===== config.mk =====
export PLATFORM = sky130hd
export DESIGN_NAME = imh_seq
export DESIGN_NICKNAME = d
export VERILOG_FILES = /design/src/hw/rtl/imh_pkg.sv /design/src/hw/rtl/imh_seq.sv
export VERILOG_INCLUDE_DIRS = /design/src /design/src/hw/rtl
export SDC_FILE = /design/constraint.sdc
export NUM_CORES = 1
export LEC_CHECK = 0
export CAP_MARGIN = 0
export CELL_PAD_IN_SITES_DETAIL_PLACEMENT = 1
export CELL_PAD_IN_SITES_GLOBAL_PLACEMENT = 1
export CORE_MARGIN = 2
export CORE_UTILIZATION = 40
export DETAILED_ROUTE_END_ITERATION = 10
export DONT_BUFFER_PORTS = 1
export PLACE_DENSITY_LB_ADDON = 0.1
export SLEW_MARGIN = 15
export SYNTH_ARGS = -nofsm -noshare
export SYNTH_HDL_FRONTEND = slang
export SYNTH_SLANG_ARGS = --single-unit

===== constraint.sdc =====
create_clock -name clk -period 9.55 [get_ports clk]
set_input_delay 1.4325 -clock clk [delete_from_list [all_inputs] [get_ports clk]]
set_output_delay 1.4325 -clock clk [all_outputs]
set_load 0.01 [all_outputs]

===== src/hw/rtl/indexed_min_heap_assert.svh =====
// assertion macros used by the heap sequencer rtl
// the enclosing module provides clk and arst_n
`ifndef INDEXED_MIN_HEAP_ASSERT_SVH
`define INDEXED_MIN_HEAP_ASSERT_SVH

// same-cycle implication, checked outside reset
`define IMH_ASSERT_NOW(label, ante, cons, msg) \
	label: assert property (@(posedge clk) disable iff (!arst_n) (ante) |-> (cons)) \
		else $error(msg);

// next-cycle implication, checked outside reset
`define IMH_ASSERT_NEXT(label, ante, cons, msg) \
	label: assert property (@(posedge clk) disable iff (!arst_n) (ante) |=> (cons)) \
		else $error(msg);

`endif


===== src/hw/rtl/imh_pkg.sv =====
`timescale 1ns / 1ps

package imh_pkg;

	localparam int NODES   = 1024;
	localparam int ADDR_W  = $clog2(NODES);
	localparam int SIZE_W  = ADDR_W + 1;
	localparam int CHILD_W = ADDR_W + 2;
	localparam int KEY_W   = 32;
	localparam int NODE_W  = 10;
	localparam int ENT_W   = ADDR_W + KEY_W;

	localparam logic [SIZE_W-1:0] SIZE_FULL = SIZE_W'(NODES);

	localparam logic [2:0] OP_CLEAR   = 3'd0;
	localparam logic [2:0] OP_LOAD    = 3'd1;
	localparam logic [2:0] OP_BUILD   = 3'd2;
	localparam logic [2:0] OP_EXTRACT = 3'd3;
	localparam logic [2:0] OP_PEEK    = 3'd4;

	typedef struct packed {
		logic [2:0]              opcode;
		logic signed [KEY_W-1:0] key_in;
	} in_t;

	typedef struct packed {
		logic [NODE_W-1:0]       node_id;
		logic signed [KEY_W-1:0] key_out;
		logic                    underflow;
		logic                    full_res;
	} out_t;

	// one heap slot: node tag and key
	typedef struct packed {
		logic [ADDR_W-1:0]       node;
		logic signed [KEY_W-1:0] key;
	} entry_t;

	// sequencer request to the slot memory
	typedef struct packed {
		logic              we;
		logic [ADDR_W-1:0] waddr;
		entry_t            wdata;
		logic [ADDR_W-1:0] raddr_a;
		logic [ADDR_W-1:0] raddr_b;
	} mem_req_t;

	// finished result handed to the output stage
	typedef struct packed {
		logic valid;
		out_t data;
	} res_beat_t;

endpackage


===== src/hw/rtl/imh_seq.sv =====
`timescale 1ns / 1ps
`include "indexed_min_heap_assert.svh"

module imh_seq import imh_pkg::*; (
	input  logic      clk,
	input  logic      arst_n,
	input  logic      in_valid,
	output logic      in_ready,
	input  in_t       in_data,
	input  logic      can_take,
	output res_beat_t push,
	output mem_req_t  mem_req,
	input  entry_t    rd_a,
	input  entry_t    rd_b
);

	localparam logic [2:0] S_IDLE = 3'd0;
	localparam logic [2:0] S_PEEK = 3'd1;
	localparam logic [2:0] S_EXT  = 3'd2;
	localparam logic [2:0] S_BLD  = 3'd3;
	localparam logic [2:0] S_SIFT = 3'd4;
	localparam logic [2:0] S_WAIT = 3'd5;

	logic [2:0]        state_q, state_d;
	logic [SIZE_W-1:0] size_q, size_d;
	logic              bld_q, bld_d;
	logic [ADDR_W-1:0] pos_q, pos_d;
	logic [ADDR_W-1:0] idx_q, idx_d;
	entry_t            cur_q, cur_d;
	out_t              res_q, res_d;

	logic               fin;
	out_t               fin_res;
	logic [CHILD_W-1:0] lc, rc, best_c;
	logic               take_l, take_r;
	logic signed [KEY_W-1:0] best_key;
	logic               wait_stall;

	function automatic logic [CHILD_W-1:0] left_of(logic [ADDR_W-1:0] p);
		return {1'b0, p, 1'b1};
	endfunction

	function automatic logic [CHILD_W-1:0] right_of(logic [ADDR_W-1:0] p);
		return {1'b0, p, 1'b1} + CHILD_W'(1);
	endfunction

	function automatic logic [ADDR_W-1:0] lc_of_idx(logic [ADDR_W-1:0] p);
		logic [CHILD_W-1:0] c;
		c = left_of(p);
		return c[ADDR_W-1:0];
	endfunction

	function automatic logic [ADDR_W-1:0] rc_of_idx(logic [ADDR_W-1:0] p);
		logic [CHILD_W-1:0] c;
		c = right_of(p);
		return c[ADDR_W-1:0];
	endfunction

	// one sift level: children of pos_q were read last cycle
	assign lc       = left_of(pos_q);
	assign rc       = right_of(pos_q);
	assign take_l   = (lc < CHILD_W'(size_q)) && ($signed(rd_a.key) < $signed(cur_q.key));
	assign best_key = take_l ? rd_a.key : cur_q.key;
	assign take_r   = (rc < CHILD_W'(size_q)) && ($signed(rd_b.key) < $signed(best_key));
	assign best_c   = take_r ? rc : lc;

	assign in_ready = (state_q == S_IDLE);

	always_comb begin
		state_d = state_q;
		size_d  = size_q;
		bld_d   = bld_q;
		pos_d   = pos_q;
		idx_d   = idx_q;
		cur_d   = cur_q;
		res_d   = res_q;
		mem_req = '0;
		fin     = 1'b0;
		fin_res = '0;
		case (state_q)
			S_IDLE: begin
				if (in_valid) begin
					case (in_data.opcode)
						OP_CLEAR: begin
							size_d = '0;
							fin    = 1'b1;
						end
						OP_LOAD: begin
							if (size_q == SIZE_FULL) begin
								fin_res.full_res = 1'b1;
							end else begin
								mem_req.we         = 1'b1;
								mem_req.waddr      = size_q[ADDR_W-1:0];
								mem_req.wdata.node = size_q[ADDR_W-1:0];
								mem_req.wdata.key  = in_data.key_in;
								size_d             = size_q + SIZE_W'(1);
							end
							fin = 1'b1;
						end
						OP_BUILD: begin
							if (size_q == '0) begin
								fin = 1'b1;
							end else begin
								idx_d           = ADDR_W'(size_q >> 1);
								mem_req.raddr_a = idx_d;
								bld_d           = 1'b1;
								state_d         = S_BLD;
							end
						end
						OP_EXTRACT: begin
							if (size_q == '0) begin
								fin_res.underflow = 1'b1;
								fin               = 1'b1;
							end else begin
								mem_req.raddr_a = '0;
								mem_req.raddr_b = ADDR_W'(size_q - SIZE_W'(1));
								bld_d           = 1'b0;
								state_d         = S_EXT;
							end
						end
						OP_PEEK: begin
							if (size_q == '0) begin
								fin_res.underflow = 1'b1;
								fin               = 1'b1;
							end else begin
								mem_req.raddr_a = '0;
								state_d         = S_PEEK;
							end
						end
						default: begin
							fin = 1'b1;
						end
					endcase
				end
			end
			S_PEEK: begin
				fin_res.key_out = rd_a.key;
				fin             = 1'b1;
			end
			S_EXT: begin
				// root leaves, last slot is carried down from the top
				res_d         = '0;
				res_d.node_id = NODE_W'(rd_a.node);
				res_d.key_out = rd_a.key;
				cur_d         = rd_b;
				size_d        = size_q - SIZE_W'(1);
				pos_d         = '0;
				if (size_q == SIZE_W'(1)) begin
					fin_res = res_d;
					fin     = 1'b1;
				end else begin
					mem_req.raddr_a = lc_of_idx('0);
					mem_req.raddr_b = rc_of_idx('0);
					state_d         = S_SIFT;
				end
			end
			S_BLD: begin
				cur_d           = rd_a;
				pos_d           = idx_q;
				mem_req.raddr_a = lc_of_idx(idx_q);
				mem_req.raddr_b = rc_of_idx(idx_q);
				state_d         = S_SIFT;
			end
			S_SIFT: begin
				mem_req.we    = 1'b1;
				mem_req.waddr = pos_q;
				if (!take_l && !take_r) begin
					// carried entry settles here
					mem_req.wdata = cur_q;
					if (bld_q) begin
						if (idx_q == '0) begin
							fin = 1'b1;
						end else begin
							idx_d           = idx_q - ADDR_W'(1);
							mem_req.raddr_a = idx_d;
							state_d         = S_BLD;
						end
					end else begin
						fin_res = res_q;
						fin     = 1'b1;
					end
				end else begin
					// smaller child moves up, keep going one level down
					mem_req.wdata   = take_r ? rd_b : rd_a;
					pos_d           = best_c[ADDR_W-1:0];
					mem_req.raddr_a = lc_of_idx(pos_d);
					mem_req.raddr_b = rc_of_idx(pos_d);
				end
			end
			S_WAIT: begin
				fin_res = res_q;
				fin     = 1'b1;
			end
			default: begin
				state_d = S_IDLE;
			end
		endcase
		if (fin) begin
			if (can_take) begin
				state_d = S_IDLE;
			end else begin
				state_d = S_WAIT;
				res_d   = fin_res;
			end
		end
	end

	assign push.valid = fin && can_take;
	assign push.data  = fin_res;

	assign wait_stall = (state_q == S_WAIT) && !can_take;

	always_ff @(posedge clk or negedge arst_n) begin
		if (!arst_n) begin
			state_q <= S_IDLE;
			size_q  <= '0;
			bld_q   <= 1'b0;
		end else begin
			state_q <= state_d;
			size_q  <= size_d;
			bld_q   <= bld_d;
		end
	end

	always_ff @(posedge clk) begin
		pos_q <= pos_d;
		idx_q <= idx_d;
		cur_q <= cur_d;
		res_q <= res_d;
	end

	`IMH_ASSERT_NOW(a_size_bound, 1'b1, size_q <= SIZE_FULL, "heap size beyond store depth")
	`IMH_ASSERT_NOW(a_sift_pos, state_q == S_SIFT, SIZE_W'(pos_q) < size_q, "sift outside heap")
	`IMH_ASSERT_NEXT(a_wait_hold, wait_stall, state_q == S_WAIT && $stable(res_q), "result lost")

endmodule


After elaboration in Yosys (flattened, before gate mapping):

Cells that the tools add are included.

* bits in registers: 121
* input port bits: 123
* output and inout port bits: 119
* logic and storage cells: 143

* add/sub/neg operators: 6
* $lt $le $gt $ge: 4
* eq/ne operators: 32
* multiplexer cells: 67
* reduce and logical (&&, ||, !) cells: 23

Operator list (number)
* $mux W44: 6
* $mux W10: 14
* $pmux W32 S4: 1
* $mux W53: 2
* $pmux W53 S2: 1
* $pmux W42 S2: 1
* $pmux W20 S4: 1
* $mux W73: 1
* $lt A32 B32 Y1: 2
* $pmux W10 S3: 2
* $mux W52: 1
* $pmux W11 S2: 2
* $mux W42: 1
* $pmux W10 S2: 2
* $mux W11: 3
* $mux W32: 1
* $mux W3: 10
* $add A10 B1 Y10 const B: 2
* $ne A2 B2 Y1 const B: 8
* $ne A3 B3 Y1 const B: 5
* $pmux W3 S5: 1
* $add A11 B1 Y12 const B: 1
* $eq A3 B2 Y1 const B: 4
* $lt A12 B11 Y1: 1
* 33 further kinds: 59

Depth between registers and ports, before layout:

* depth after elaboration: 11
* depth in mapped cells: 27
* depth with buffers taken out: 26

Least setup slack after synthesis:

OpenSTA, ideal clock, no wires.

* kind: input to output
* start point: input rd_a[29] (netlist bit)
* end point: output mem_req[6] (netlist bit)
* arrival: 6.754 ns
* data required time: 8.117 ns
* slack: 1.363 ns
* stages: 25
* buffers on the path: 1
* cell sequence: ha_1 -> a21o_1 -> a21o_1 -> a221oi_1 -> o21ai_1 -> a31oi_2 -> xnor2_1 -> nand2_1 -> buf_2 -> mux2i_1 -> ha_1 -> a21o_1 -> a21o_1 -> a21oi_1 -> o22ai_1 -> o41ai_1 -> o211a_1 -> mux2i_2 -> nand2_2 -> inv_2 -> ha_1 -> nor4b_1 -> and3_1 -> xnor3_1 -> o221ai_1

RTL lines
* from (decl): RTL line imh_seq.sv:13 `input entry_t rd_a,`
* to (decl): RTL line imh_seq.sv:12 `output mem_req_t mem_req,`

==> results.tsv <==
stage	metric	value	unit
layout	nFillCells	3024	
hold_path	min_path_cells	1	
placed_design	placed_cells	1542	
layout	area_growth	10.1	%
clocking	cts_tree	built	
timing	slew_headroom	29.2	%
worst_setup_path	rr_worst_depth	21	
timing	rsz0062_at_grt	false	
routing	first_pass_iters	5	
worst_setup_path	cp_slowest_cell	a2111oi_2	
floorplanning	start_util	40.7	%
floorplanning	core.rowCount	58	
global_routing	antenna_found_initial	0	
clocking	cts_buffer_depth	2	
routing	wl_per_cell	24.5	um
floorplanning	io_pins	242	
worst_setup_path	cp_slowest_stage_delay	0.55	ns
yosys	syn-cell-area	0.0102	mm^2
yosys	synth_xor_area_share	3.73	%
worst_setup_path	worst_setup_path_end_kind	output pin	
yosys	synthArstFlopShare	12.4	%
layout	finalNonFillerCells	1574	
global_routing	grt_usage	28.6	%
power_and_ir_drop	p_per_area	366	mW/mm^2
yosys	synthesis.nets	1464	
clocking	path_clk_slew	0.07	ns
routing	num_vias	9695	
layout	multi_input_area	0.00660	mm^2
floorplanning	fp.coreArea	0.0251	mm^2
layout	drive_gt1_share	8.60	%
clocking	worstSkewPairLatency	0.44	ns
yosys	synth_ff_type	edfxtp_1	
worst_setup_path	crit_path_frequent_cell	ha_1	
routing	drt.antenna.violating_nets	0	
global_routing	grt_max_degree	66	
clocking	cts_buffers	17	
power_and_ir_drop	leakagePower	4.80	nW
hold_path	hold_class	flop to flop	
floorplanning	die_x	164	um
routing	via_per_inst	6.16	
routing	drtIter0Drc	617	
floorplanning	dieArea	0.0269	mm^2
global_routing	grt_pass1_wl	58800	um
layout	nets	1443	
power_and_ir_drop	vdd_drop_max	0.177	mV
timing	tns	0	ns
worst_setup_path	crit_fanout	15	
clocking	cts.sinks	121	
global_routing	overflow	0	
yosys	synth_top_family_by_area	compound AO/OA/AOI/OAI gates	
layout	final_util	44.8	%
global_routing	grt_pass1_vias	9924	
layout	layout_common_cells	224 x nand2_1, 99 x o21ai_0, 89 x ha_1	
outcome	status	completed	
placed_design	gp_congestion	0.918	
timing	hold_ws	0.475	ns
timing	clock_skew	0.0212	ns
yosys	synth-simple-area-share	19.0	%
timing	hold_viol	0	
placed_design	io_buffers	0	
clocking	cts-root-buf	clkbuf_16	
yosys	synth-seq-cells	121	
yosys	synth-edff-count	62	
timing	timing.final.crit_share	94.8	%
worst_setup_path	critical_path_class	primary input to output pin	
yosys	yosysUniqueCellTypes	84	
power_and_ir_drop	finalPower	4.12	mW
yosys	synth-seq-area-share	30.5	%
yosys	yosysTopAreaCell	edfxtp_1	
yosys	synth_mux_area_share	4.94	%
timing	min_period	9.06	ns
floorplanning	fp.dieH	164	um
yosys	syn_inst	1252	
placed_design	dp_hpwl	28400	um
clocking	postCtsSetupBuffers	0	
yosys	yosysWarnings	0	
layout	seq_area	0.00312	mm^2
layout	layout_commonest_cell	nand2_1	
clocking	htreeDepth	4	
timing	setup_viol	0	
job	maxCapViolations	0	
yosys	synthAdderAreaFrac	10.9	%
routing	drc	0	
worst_setup_path	cp.required	8.12	ns
worst_setup_path	startpoint_type	primary input	
yosys	yosysTopAreaCellShare	18.2	%
timing	slew_violations	0	
routing	wirelength	38600	um
yosys	synth_compound_area_share	25.4	%
timing	fmax	110	MHz
timing	worst_pin_slew	1.06	ns
worst_setup_path	worstPathArrival	7.62	ns
yosys	avgSynthCellArea	8.17	um^2
layout	diodes	0	
yosys	synth.area.top_cells	edfxtp_1 18%, ha_1 11%, dfxtp_1 8.6%	
## through the flow
| step | instance area, um^2 | setup WS (ns) |
|---|---|---|
| after global placement | 10600 | 0.761 |
| final | 11300 | 0.493 |
| after CTS | 11200 | 0.506 |
| after detailed placement | 10600 | 0.549 |
| after global routing | 11300 | 0.0666 |
| after floorplan | 10200 | 1.36 |
## where the power goes
part | total [mW] | internal [mW] | switching, mW | leakage [nW]
Clock | 0.670 | 0.354 | 0.316 | 0.291
Combinational | 2.47 | 0.915 | 1.55 | 3.38
Sequential | 0.985 | 0.757 | 0.228 | 1.13
Total | 4.12 | 2.03 | 2.09 | 4.80
## synth_stat cells (all sizes together) (21+ instances only)
cell type  instances
a21oi             73
a22o              85
a22oi             22
buf               24
clkbuf            58
dfxtp             44
edfxtp            62
ha                89
inv               57
mux2i             46
nand2            228
nand3             24
nor2              86
nor3              21
o21ai            101
xnor2             30
## area by class of cell
cell class | count | share of cell area (%)
Clock inverter | 15 | 1.56
Tap cell | 330 | 3.67
Multi-Input combinational cell | 992 | 58.6
Sequential cell | 121 | 27.7
Clock buffer | 17 | 3.78
Timing Repair Buffer | 42 | 2.83
Inverter | 57 | 1.90
## final timing paths
path	endpoint	slack, ns	startpoint
hold / removal	res_q[0]	0.47	res_q[0]
setup / recovery	mem_req[6]	0.49	rd_a[15]
min in group asynchronous	size_q[7]	0.68	arst_n
hold reg to reg	res_q[0]	0.47	res_q[0]
max in group asynchronous	size_q[1]	8.79	arst_n
setup reg to reg	pos_q[2]	2.93	size_q[4]
## sequential cells by signal (all words and copies together) (netlist names)
register,flops
size_q,11
cur_q,42
bld_q,1
state_q,3
idx_q,10
pos_q,10
res_q,44
## worst max-delay path: cells and delay by family
kind / cells / cell delay (ns)
multiplexers: 2 / 0.50
adder cells (fa/ha/maj): 3 / 0.92
buffers and inverters: 4 / 0.71
AO/OA/AOI/OAI: 9 / 2.15
AND/OR/NAND/NOR: 6 / 1.49
XOR/XNOR: 2 / 0.40
## layer usage
metal	vias up	global-route usage [%]	share of wire, %
met5	-	0	0
met4	0	7.22	1.7
met2	281	47.5	48
li1	4527	-	-
met3	35	4.77	5.8
met1	4852	38.5	45
## timing repair
action,4_1_cts,5_1_grt
resized for setup,0,3
hold buffers,0,0
setup endpoints to repair,0,1
endpoints found under the hold margin,0,0
## cell families after synthesis
| group | after synthesis |
|---|---|
| fa+ha+maj | 89 |
| flops | 121 |
| compound gates | 379 |
| simple gates | 433 |
| mux | 49 |
| buf+inv | 139 |
| xor+xnor | 42 |
Note: power is estimated with default switching activity, not from simulation.
