<file path="src/hw/rtl/indexed_min_heap_assert.svh">
// assertion macros used by the heap sequencer rtl
// the enclosing module provides clk and arst_n
`ifndef INDEXED_MIN_HEAP_ASSERT_SVH
`define INDEXED_MIN_HEAP_ASSERT_SVH

// same-cycle implication, checked outside reset
`define IMH_ASSERT_NOW(label, ante, cons, msg) \
	label: assert property (@(posedge clk) disable iff (!arst_n) (ante) |-> (cons)) \
		else $error(msg);

// next-cycle implication, checked outside reset
`define IMH_ASSERT_NEXT(label, ante, cons, msg) \
	label: assert property (@(posedge clk) disable iff (!arst_n) (ante) |=> (cons)) \
		else $error(msg);

`endif

</file>
<file path="src/hw/rtl/imh_pkg.sv">
`timescale 1ns / 1ps

package imh_pkg;

	localparam int NODES   = 1024;
	localparam int ADDR_W  = $clog2(NODES);
	localparam int SIZE_W  = ADDR_W + 1;
	localparam int CHILD_W = ADDR_W + 2;
	localparam int KEY_W   = 32;
	localparam int NODE_W  = 10;
	localparam int ENT_W   = ADDR_W + KEY_W;

	localparam logic [SIZE_W-1:0] SIZE_FULL = SIZE_W'(NODES);

	localparam logic [2:0] OP_CLEAR   = 3'd0;
	localparam logic [2:0] OP_LOAD    = 3'd1;
	localparam logic [2:0] OP_BUILD   = 3'd2;
	localparam logic [2:0] OP_EXTRACT = 3'd3;
	localparam logic [2:0] OP_PEEK    = 3'd4;

	typedef struct packed {
		logic [2:0]              opcode;
		logic signed [KEY_W-1:0] key_in;
	} in_t;

	typedef struct packed {
		logic [NODE_W-1:0]       node_id;
		logic signed [KEY_W-1:0] key_out;
		logic                    underflow;
		logic                    full_res;
	} out_t;

	// one heap slot: node tag and key
	typedef struct packed {
		logic [ADDR_W-1:0]       node;
		logic signed [KEY_W-1:0] key;
	} entry_t;

	// sequencer request to the slot memory
	typedef struct packed {
		logic              we;
		logic [ADDR_W-1:0] waddr;
		entry_t            wdata;
		logic [ADDR_W-1:0] raddr_a;
		logic [ADDR_W-1:0] raddr_b;
	} mem_req_t;

	// finished result handed to the output stage
	typedef struct packed {
		logic valid;
		out_t data;
	} res_beat_t;

endpackage

</file>
<file path="src/hw/rtl/imh_outbuf.sv">
`timescale 1ns / 1ps

module imh_outbuf import imh_pkg::*; (
	input  logic      clk,
	input  logic      arst_n,
	input  res_beat_t push,
	output logic      can_take,
	output logic      out_valid,
	input  logic      out_ready,
	output out_t      out_data
);

	logic valid_q;
	out_t data_q;

	assign can_take  = !valid_q || out_ready;
	assign out_valid = valid_q;
	assign out_data  = data_q;

	always_ff @(posedge clk or negedge arst_n) begin
		if (!arst_n) begin
			valid_q <= 1'b0;
		end else if (push.valid && can_take) begin
			valid_q <= 1'b1;
		end else if (out_ready) begin
			valid_q <= 1'b0;
		end
	end

	always_ff @(posedge clk) begin
		if (push.valid && can_take) begin
			data_q <= push.data;
		end
	end

endmodule

</file>
<file path="config.mk">
export PLATFORM = sky130hd
export DESIGN_NAME = imh_outbuf
export DESIGN_NICKNAME = d
export VERILOG_FILES = /design/src/hw/rtl/indexed_min_heap_assert.svh /design/src/hw/rtl/imh_pkg.sv /design/src/hw/rtl/imh_outbuf.sv
export SDC_FILE = /design/constraint.sdc
export NUM_CORES = 1
export LEC_CHECK = 0
export BUFFER_PORTS_ARGS = -buffer_cell sky130_fd_sc_hd__buf_2
export CAP_MARGIN = 20
export CORE_AREA = 2 2 57 70
export CTS_CLUSTER_DIAMETER = 120
export DETAILED_ROUTE_END_ITERATION = 12
export DIE_AREA = 0 0 59 72
export HOLD_SLACK_MARGIN = 0.06
export PLACE_DENSITY = 0.76
export SETUP_SLACK_MARGIN = 0.15
export SLEW_MARGIN = 20
export SYNTH_ARGS = -nofsm -noshare
export SYNTH_HDL_FRONTEND = slang
export SYNTH_SLANG_ARGS = --single-unit
export TNS_END_PERCENT = 20
</file>
<file path="constraint.sdc">
create_clock -name clk -period 1.4 [get_ports clk]
set_clock_uncertainty 0.05 [all_clocks]
set_input_delay 0.07 -clock clk [delete_from_list [all_inputs] [get_ports clk]]
set_output_delay 0.07 -clock clk [all_outputs]
set_load 0.01 [all_outputs]
</file>
Yosys cells after proc, flatten, opt, wreduce, memory -nomap -nowiden

Index checks and enable logic that the tools add are counted.

Mux-type cells: 2
Reduce and logical (&&, ||, !) cells: 4

Operator list:

| operator           | count |
|---|---|
| 1-bit two-way mux  | 2 |
| 2-bit nonzero test | 1 |
| 1-bit logical AND  | 1 |
| 1-bit logical NOT  | 1 |
| 1-bit logical OR   | 1 |

Bits of input ports: 48
Register bits: 45
Logic and storage cells: 11

Longest topological paths before layout

Gate-level depths: netlist of run 1.

Depth after elaboration: 4
Mapped depth: 2
Depth with buffers taken out: 2

Worst setup path after synthesis of run 1

OpenSTA, ideal clock, no wires.

Path kind: register -> register
Start point: register valid_q (netlist: out_valid)
End point: register data_q (netlist bit out_data[0]) (enable)
Data required time: 0.990 ns
Path slack: 0.042 ns
Clock period less this slack: 1.358 ns
Arrival: 0.948 ns
Stages on the path, launching flop included: 3
Path through: dfrtp_1 nand2b_4 and2_4

Cells in the longest elaborated chain, start to end: 3

Ends and longest elaborated chain:

| what                   | line             | source |
|---|---|---|
| from (decl)            | imh_outbuf.sv:13 | `logic valid_q;` |
| from (signal assigned) | imh_outbuf.sv:22 | `valid_q <= 1'b0;` |
| from (signal assigned) | imh_outbuf.sv:24 | `valid_q <= 1'b1;` |
| from (signal assigned) | imh_outbuf.sv:26 | `valid_q <= 1'b0;` |
| 1-bit logical NOT      | imh_outbuf.sv:16 | `assign can_take = !valid_q \|\| out_ready;` |
| 1-bit logical OR       | imh_outbuf.sv:16 |  |
| named net can_take     | imh_outbuf.sv:7  | `output logic can_take,` |
| 1-bit logical AND      | imh_outbuf.sv:31 | `if (push.valid && can_take) begin` |
| to (signal assigned)   | imh_outbuf.sv:32 | `data_q <= push.data;` |
| to (decl)              | imh_outbuf.sv:14 | `out_t data_q;` |

The timed path passes the listed nets, and every way through them passes these cells.
A chain may end at the register's enable or synchronous reset.

Final worst setup path of run 1

Start point: input port out_ready
End point: register data_q (netlist bit out_data[19]) (enable)

Cells in the longest elaborated chain, start to end: 2

Ends and longest elaborated chain:

| what              | line             | source |
|---|---|---|
| from (decl)       | imh_outbuf.sv:9  | `input logic out_ready,` |
| 1-bit logical OR  | imh_outbuf.sv:16 |  |
| 1-bit logical AND | imh_outbuf.sv:31 |  |

No other way between the ends.

==> results of run 1 <==
==> critical path: cells and delay by family <==
| kind | cells | cell delay [ns] |
|---|---|---|
| buf+inv | 3 | 0.82 |
| simple gates | 2 | 0.29 |
==> what timing repair did <==
action,in CTS,in global routing
hold buffers,48,0
buffers inserted,0,0
endpoints found under the setup margin,0,26
endpoints found under the hold margin,46,0
==> worst min path at each step <==
stage / start / to / slack (ns) / cells past startpoint
2_1_floorplan: arst_n / out_valid / -0.28 / 0
3_3_place_gp: arst_n / out_valid / -0.20 / 1
3_5_place_dp: arst_n / out_valid / -0.20 / 1
4_1_cts: push[21] / out_data[21] / 0.42 / 2
5_1_grt: push[10] / out_data[10] / 0.44 / 2
6_report: push[12] / out_data[12] / 0.44 / 2
==> power breakdown <==
part           switching, mW  internal (mW)
registers             0.0192           1.57
clock network          0.423          0.352
logic                  0.146          0.200
==> metrics by stage <==
stage                     hold slack, ns  worst slack [ns]
after CTS                          0.420             0.202
after global routing               0.440             0.133
after detailed placement          -0.203             0.223
final                              0.436             0.151
after floorplan                   -0.276            0.0454
after global placement            -0.204             0.253
==> routing by layer <==
metal	vias to the layer above	share of wire [%]	track usage, %
li1	488	-	-
met1	506	36	20.7
met2	66	51	33.1
met3	9	9.7	8.38
met4	0	3.1	9.85
met5	-	0	0
==> cell usage after synthesis <==
master,count,area [µm²]
nand2b_1,1,6.26
edfxtp_1,44,1320
nand2b_4,1,13.8
dfrtp_1,1,25.0
and2_4,1,8.76
==> flip-flops by register name, indices dropped and copies added, names as in the netlist <==
signal	count
out_data	44
out_valid	1
==> logic make-up after synthesis <==
family / count (synthesis) / share of synthesized area [%]
DFF: 45 / 97.9
and+or+nand+nor: 3 / 2.09
==> layout make-up <==
| class | instances | area, µm² | area share, % |
|---|---|---|---|
| clock buffers | 6 | 72.6 | 2.91 |
| clock inverters | 2 | 15.0 | 0.601 |
| multi-input cells | 3 | 28.8 | 1.15 |
| flip-flops and latches | 45 | 1350 | 53.9 |
| well taps | 39 | 48.8 | 1.95 |
| repair buffers | 143 | 986 | 39.5 |
==> flow_summary.yaml, run 1 <==
clocking:
  cts_num_sinks: 45
  numCtsBuffers: 5
  cts-root-buf: "clkbuf_8"
  clock_path_buffers: 2
  cts_tree: "yes"
  cts.clk_slew.worst_paths_ns: 0.08
  htree_levels: 2
  cts_resized: 0
  clock_latency_ns: 0.29
worst_setup_path:
  critPathMaxStageDelay_ns: 0.54
  reg2reg_depth: 3
  critPathLaunch: "out_ready"
  startpoint_type: "input pin"
  r2r_start: "out_valid"
  r2r_slack_ns: 0.18
  crit_type: "in2reg"
  slowest_stage: "dlygate4sd3_1"
  crit_arrival_ns: 1.19
  end_kind: "flip-flop"
  r2r_end: "out_data[19]"
  cp.required_ns: 1.34
  crit_fanout: 24
  crit_chain: "dlygate4sd3_1, buf_2, nand2b_4, and2_4, buf_12"
  crit_end: "out_data[19]"
sta:
  slew_viol_final: 0
  fmaxAchievable_mhz: 800
  worst_pin_slew_ns: 0.135
  setup_tns_ns: 0
  fin_crit_ns: 1.25
  grt_setup_unrepaired: "true"
  relSlewSlack_pct: 91.0
  final-setup-viol-count: 0
  min_period_over_period_pct: 89.2
  hold_violations: 0
global_route:
  grt_antenna_before_repair: 0
  grt_max_degree: 25
  grt_use_total_pct: 19.7
  gr-total-overflow: 0
  grt_pass1_wl_um: 5870
  grt_pass1_vias: 1210
power:
  total_power_mw: 2.70
  power_density_nw_per_um2: 1080
  p_leak_nw: 1.07
  ir_drop_uv: 976
synthesis:
  ys_ff_latch: 45
  syn_avg_cell_area_um2: 28.6
  synthesis.area_um2: 1380
  synth_warnings: 0
  syn_inst: 48
  synthesis.nets: 96
  synth-seq-area-share_pct: 97.9
  yosysUniqueCellTypes: 5
drt:
  dr.pass1.iters: 3
  vias: 1069
  wl_per_cell_um: 16.2
  drt-total-wl_um: 3860
  ant_nets: 0
  drc: 0
  vias_per_cell: 4.49
  drtIter0Drc: 31
placed_design:
  dp_cells: 182
  port_buffers: 93
  hpwl_um: 2000
  placed_area_um2: 1930
  place.gp.congestion: 0.675
die:
  die_h_um: 72
  ios: 94
  die_w_um: 59
  start_util_pct: 38.8
  coreArea_um2: 3540
  die_area_um2: 4250
  rows: 24
flow_run:
  maxCapViolations: 0
final_layout:
  drive_above_1_share_pct: 52.3
  nNetsFinal: 246
  final_area_um2: 2500
  num-fill-cells: 214
  area_growth_pct: 81.6
  fin_util_pct: 70.5
  most-common-layout-cells: "buf_2 (93), dlygate4sd3_1 (48), edfxtp_1 (44)"
  final_common_cell: "buf_2"
  final_cell_count_no_fill: 238
  antenna_cells: 0
run_status:
  status: "finished clean"
hold_path:
  min_path_type: "in2reg"
Power figures use the tool's default switching activity.
==> run 2: changes to the inputs <==
Settings changed: CORE_AREA 2 2 57 70 to 2 2 79 51, DIE_AREA 0 0 59 72 to 0 0 81 53, PLACE_DENSITY 0.76 to 0.77.
==> flow_summary.yaml, run 2 (synthesis results as in run 1) <==
drt:
  dr.pass1.iters: 3
  vias_per_cell: 4.21
  wl_per_cell_um: 14.9
  drc: 0
  drtIter0Drc: 39
  ant_nets: 0
  drt-total-wl_um: 3760
  vias: 1062
sta:
  relSlewSlack_pct: 89.0
  whs_ns: 0.331
  fmaxAchievable_mhz: 791
  grt_setup_unrepaired: "true"
  worst_pin_slew_ns: 0.165
  slew_viol_final: 0
  setup_tns_ns: 0
  fin_crit_ns: 1.26
  min_period_over_period_pct: 90.3
  final-setup-viol-count: 0
  hold_violations: 0
final_layout:
  nNetsFinal: 252
  final-seq-area_um2: 1350
  multiInputGateArea_um2: 28.8
  num-fill-cells: 231
  drive_above_1_share_pct: 54.1
  area_growth_pct: 88.8
  final_common_cell: "buf_2"
  final_cell_count_no_fill: 252
  antenna_cells: 0
  largest_reg_flops: 44
  most-common-layout-cells: "buf_2 (93), dlygate4sd3_1 (47), edfxtp_1 (44)"
global_route:
  grt_max_degree: 27
  gr-total-overflow: 0
  grt_antenna_before_repair: 0
  grt_pass1_vias: 1079
  grt_pass1_wl_um: 4950
  grt_use_total_pct: 16.9
hold_path:
  min_path_type: "in2reg"
  min_from: "out_ready"
  min_path_cells: 5
  min_to: "out_valid"
power:
  total_power_mw: 2.74
  p_leak_nw: 1.13
  ir_drop_uv: 770
  power_density_nw_per_um2: 1050
die:
  ios: 94
  rows: 17
  coreArea_um2: 3530
  start_util_pct: 38.9
  die_w_um: 81
  die_area_um2: 4290
  die_h_um: 53
placed_design:
  hpwl_um: 1910
  port_buffers: 93
  place.gp.congestion: 0.674
  dp_cells: 190
flow_run:
  maxCapViolations: 0
worst_setup_path:
  end_kind: "flip-flop"
  r2r_slack_ns: 0.14
  cp.required_ns: 1.36
  crit_type: "reg2reg"
  r2r_end: "out_data[1]"
  crit_fanout: 13
  startpoint_type: "flip-flop"
  reg2reg_depth: 3
  crit_arrival_ns: 1.22
  r2r_start: "out_valid"
clocking:
  htree_levels: 2
  clock_path_buffers: 2
  numCtsBuffers: 5
  cts-root-buf: "clkbuf_8"
  cts_num_sinks: 45
  cts_tree: "yes"
  clock_latency_ns: 0.30
  cts.clk_slew.worst_paths_ns: 0.09
run_status:
  status: "finished clean"
## run 2: cell types whose count changed in the layout (fill, tap and decap cells not counted)
cell and change:
buf_4 +2, buf_6 +2, clkbuf_16 +2, clkinv_2 +2
clkbuf_1 -1, clkinvlp_4 -1, dlygate4sd3_1 -1, dlymetal6s4s_1 +1
## run 2: metal layers
layer	share of wire [%]	global-route usage, %	vias up
met4	0.96	8.47	0
met3	9.2	7.85	5
met1	39	18.0	497
li1	-	-	500
met2	51	28.7	60
met5	0	0	-
## run 2: how the worst max path moves through the flow
stage	cells after the start	to	slack (ns)	start
after CTS	3	out_data[5]	0.20	out_valid
after floorplan	2	out_data[0]	0.05	out_valid
after detailed placement	3	out_data[5]	0.22	out_valid
after global placement	3	out_data[26]	0.24	out_valid
after global routing	3	out_data[5]	0.12	out_valid
final	3	out_data[1]	0.14	out_valid
## run 2: final cells by class
class	instances	area share, %
clock buffers	5	2.65
clock inverters	3	0.675
multi-input cells	3	1.11
flip-flops and latches	45	51.9
well taps	47	2.27
repair buffers	149	41.4
## run 2: report_power, final
group	switching (mW)	internal (mW)
logic	0.150	0.228
clock network	0.427	0.345
registers	0.0205	1.57
## run 2: critical path: stages (launching register included)
cell and delay, ns:
dfrtp_1 0.42, nand2b_4 0.09, and2_4 0.24, buf_12 0.17
## run 2: timing repair
item | CTS | global route
buffers inserted | 0 | 2
setup endpoints to repair | 0 | 26
gates resized for setup | 0 | 1
hold buffers | 48 | 0
endpoints found under the hold margin | 46 | 0
## run 2: through the flow
| step | area [µm²] | setup slack, ns | util, % |
|---|---|---|---|
| after floorplan | 1380 | 0.0454 | - |
| after global placement | 1940 | 0.244 | 54.9 |
| after detailed placement | 1940 | 0.218 | 54.9 |
| after CTS | 2510 | 0.204 | 71.0 |
| after global routing | 2600 | 0.120 | 73.5 |
| final | 2600 | 0.136 | 73.5 |
==> run 3: changes to the inputs <==
Settings changed: CORE_AREA 2 2 79 51 to 2 2 74 55, DIE_AREA 0 0 81 53 to 0 0 76 57, PLACE_DENSITY 0.77 to 0.76.
==> flow_summary.yaml, run 3 (synthesis results as in run 1) <==
die:
  ios: 94
  coreArea_um2: 3680
  die_h_um: 57
  rows: 19
  start_util_pct: 37.3
  die_area_um2: 4330
  die_w_um: 76
global_route:
  grt_pass1_vias: 1194
  gr-total-overflow: 0
  grt_pass1_wl_um: 5840
  grt_antenna_before_repair: 0
  grt_max_degree: 17
  grt_use_total_pct: 18.9
worst_setup_path:
  r2r_start: "out_valid"
  slowest_stage: "dfrtp_1"
  cp.required_ns: 1.37
  critPathLaunch: "out_valid"
  crit_fanout: 8
  crit_type: "reg2reg"
  crit_chain: "nand2b_4, and2_4, clkbuf_16"
  end_kind: "flip-flop"
  critPathMaxStageDelay_ns: 0.42
  r2r_end: "out_data[12]"
  crit_end: "out_data[12]"
  crit_arrival_ns: 1.19
  startpoint_type: "flip-flop"
  reg2reg_depth: 3
  r2r_slack_ns: 0.17
sta:
  fin_crit_ns: 1.23
  hold_violations: 0
  grt_setup_unrepaired: "false"
  worst_pin_slew_ns: 0.137
  relSlewSlack_pct: 90.8
  min_period_over_period_pct: 87.6
  slew_viol_final: 0
  fmaxAchievable_mhz: 815
  setup_ws_ns: 0.173
  whs_ns: 0.347
  setup_tns_ns: 0
  final-setup-viol-count: 0
drt:
  drc: 0
  dr.pass1.iters: 4
  drt-total-wl_um: 3990
  vias_per_cell: 4.27
  vias: 1084
  ant_nets: 0
  wl_per_cell_um: 15.7
  drtIter0Drc: 42
final_layout:
  most-common-layout-cells: "buf_2 (93), dlygate4sd3_1 (47), edfxtp_1 (44)"
  num-fill-cells: 236
  final_area_um2: 2570
  antenna_cells: 0
  nNetsFinal: 249
  final_common_cell: "buf_2"
  fin_util_pct: 69.7
  largest_reg_flops: 44
  drive_above_1_share_pct: 53.0
  final_cell_count_no_fill: 254
  area_growth_pct: 86.7
power:
  total_power_mw: 2.72
  seq_power_share_pct: 58.4
  clkPwrFrac_pct: 28.1
  power.internal_mw: 2.13
  swShare_pct: 21.7
  combPwrFrac_pct: 13.5
  power_density_nw_per_um2: 1060
  switchingPower_uw: 589
  p_leak_nw: 1.11
  ir_drop_uv: 1010
placed_design:
  placed_area_um2: 1970
  place_ws_ns: 0.228
  place.gp.congestion: 0.672
  port_buffers: 93
  dp_cells: 196
hold_path:
  min_path_type: "in2reg"
  min_path_cells: 5
clocking:
  cts_tree: "yes"
  htree_levels: 2
  numCtsBuffers: 5
  cts.clk_slew.worst_paths_ns: 0.08
  cts-root-buf: "clkbuf_8"
  clock_latency_ns: 0.29
  cts_num_sinks: 45
  clock_path_buffers: 2
flow_run:
  maxCapViolations: 0
run_status:
  status: "finished clean"
run 3: cell types whose count changed in the layout (fill, tap and decap cells not counted):
cell	previous run	this run
clkinv_1	0	1
buf_12	2	3
buf_4	2	1
clkinv_4	0	1
clkinv_2	2	1
buf_6	2	0
clkbuf_16	2	1
clkinvlp_4	1	0
run 3: power by group through the flow:
stage / logic (mW) / clock network [mW] / registers (mW)
after floorplan: 0.0320 / 0 / 1.66
after global placement: 0.233 / 0 / 1.61
after detailed placement: 0.243 / 0 / 1.61
after CTS: 0.344 / 0.773 / 1.58
after global routing: 0.391 / 0.842 / 1.59
final: 0.367 / 0.763 / 1.59
run 3: worst min path at each step:
stage,startpoint,endpoint,slack (ns)
after CTS,push[23],out_data[23],0.42
final,out_ready,out_valid,0.35
after global placement,arst_n,out_valid,-0.20
after global routing,out_ready,out_valid,0.34
after floorplan,arst_n,out_valid,-0.28
after detailed placement,arst_n,out_valid,-0.20
run 3: worst max-delay path: cells and delay by family, from the launching register on:
kind | cells | cell delay, ns
DFF | 1 | 0.42
buffers and inverters | 1 | 0.17
and+or+nand+nor | 2 | 0.31
run 3: final cells by class:
cell class	count	area, µm²	area share (%)
clock buffer	5	68.8	2.68
clock inverter	3	17.5	0.682
multi-input combinational	3	28.8	1.12
sequential	45	1350	52.4
tap	52	65.1	2.53
timing repair buffer	146	1040	40.5
run 3: repair_timing:
| item | in CTS | in global routing |
|---|---|---|
| hold endpoints to repair | 46 | 0 |
| setup buffers | 0 | 1 |
| setup endpoints to repair | 0 | 44 |
| hold buffers | 48 | 0 |
| resized for setup | 0 | 1 |
run 3: metal layers:
layer / routed length, µm / vias up / GRT usage (%)
met5: 0 / - / 0
met4: 81 / 0 / 8.83
met3: 361 / 8 / 9.65
met2: 2190 / 64 / 35.5
met1: 1350 / 516 / 17.2
li1: - / 496 / -
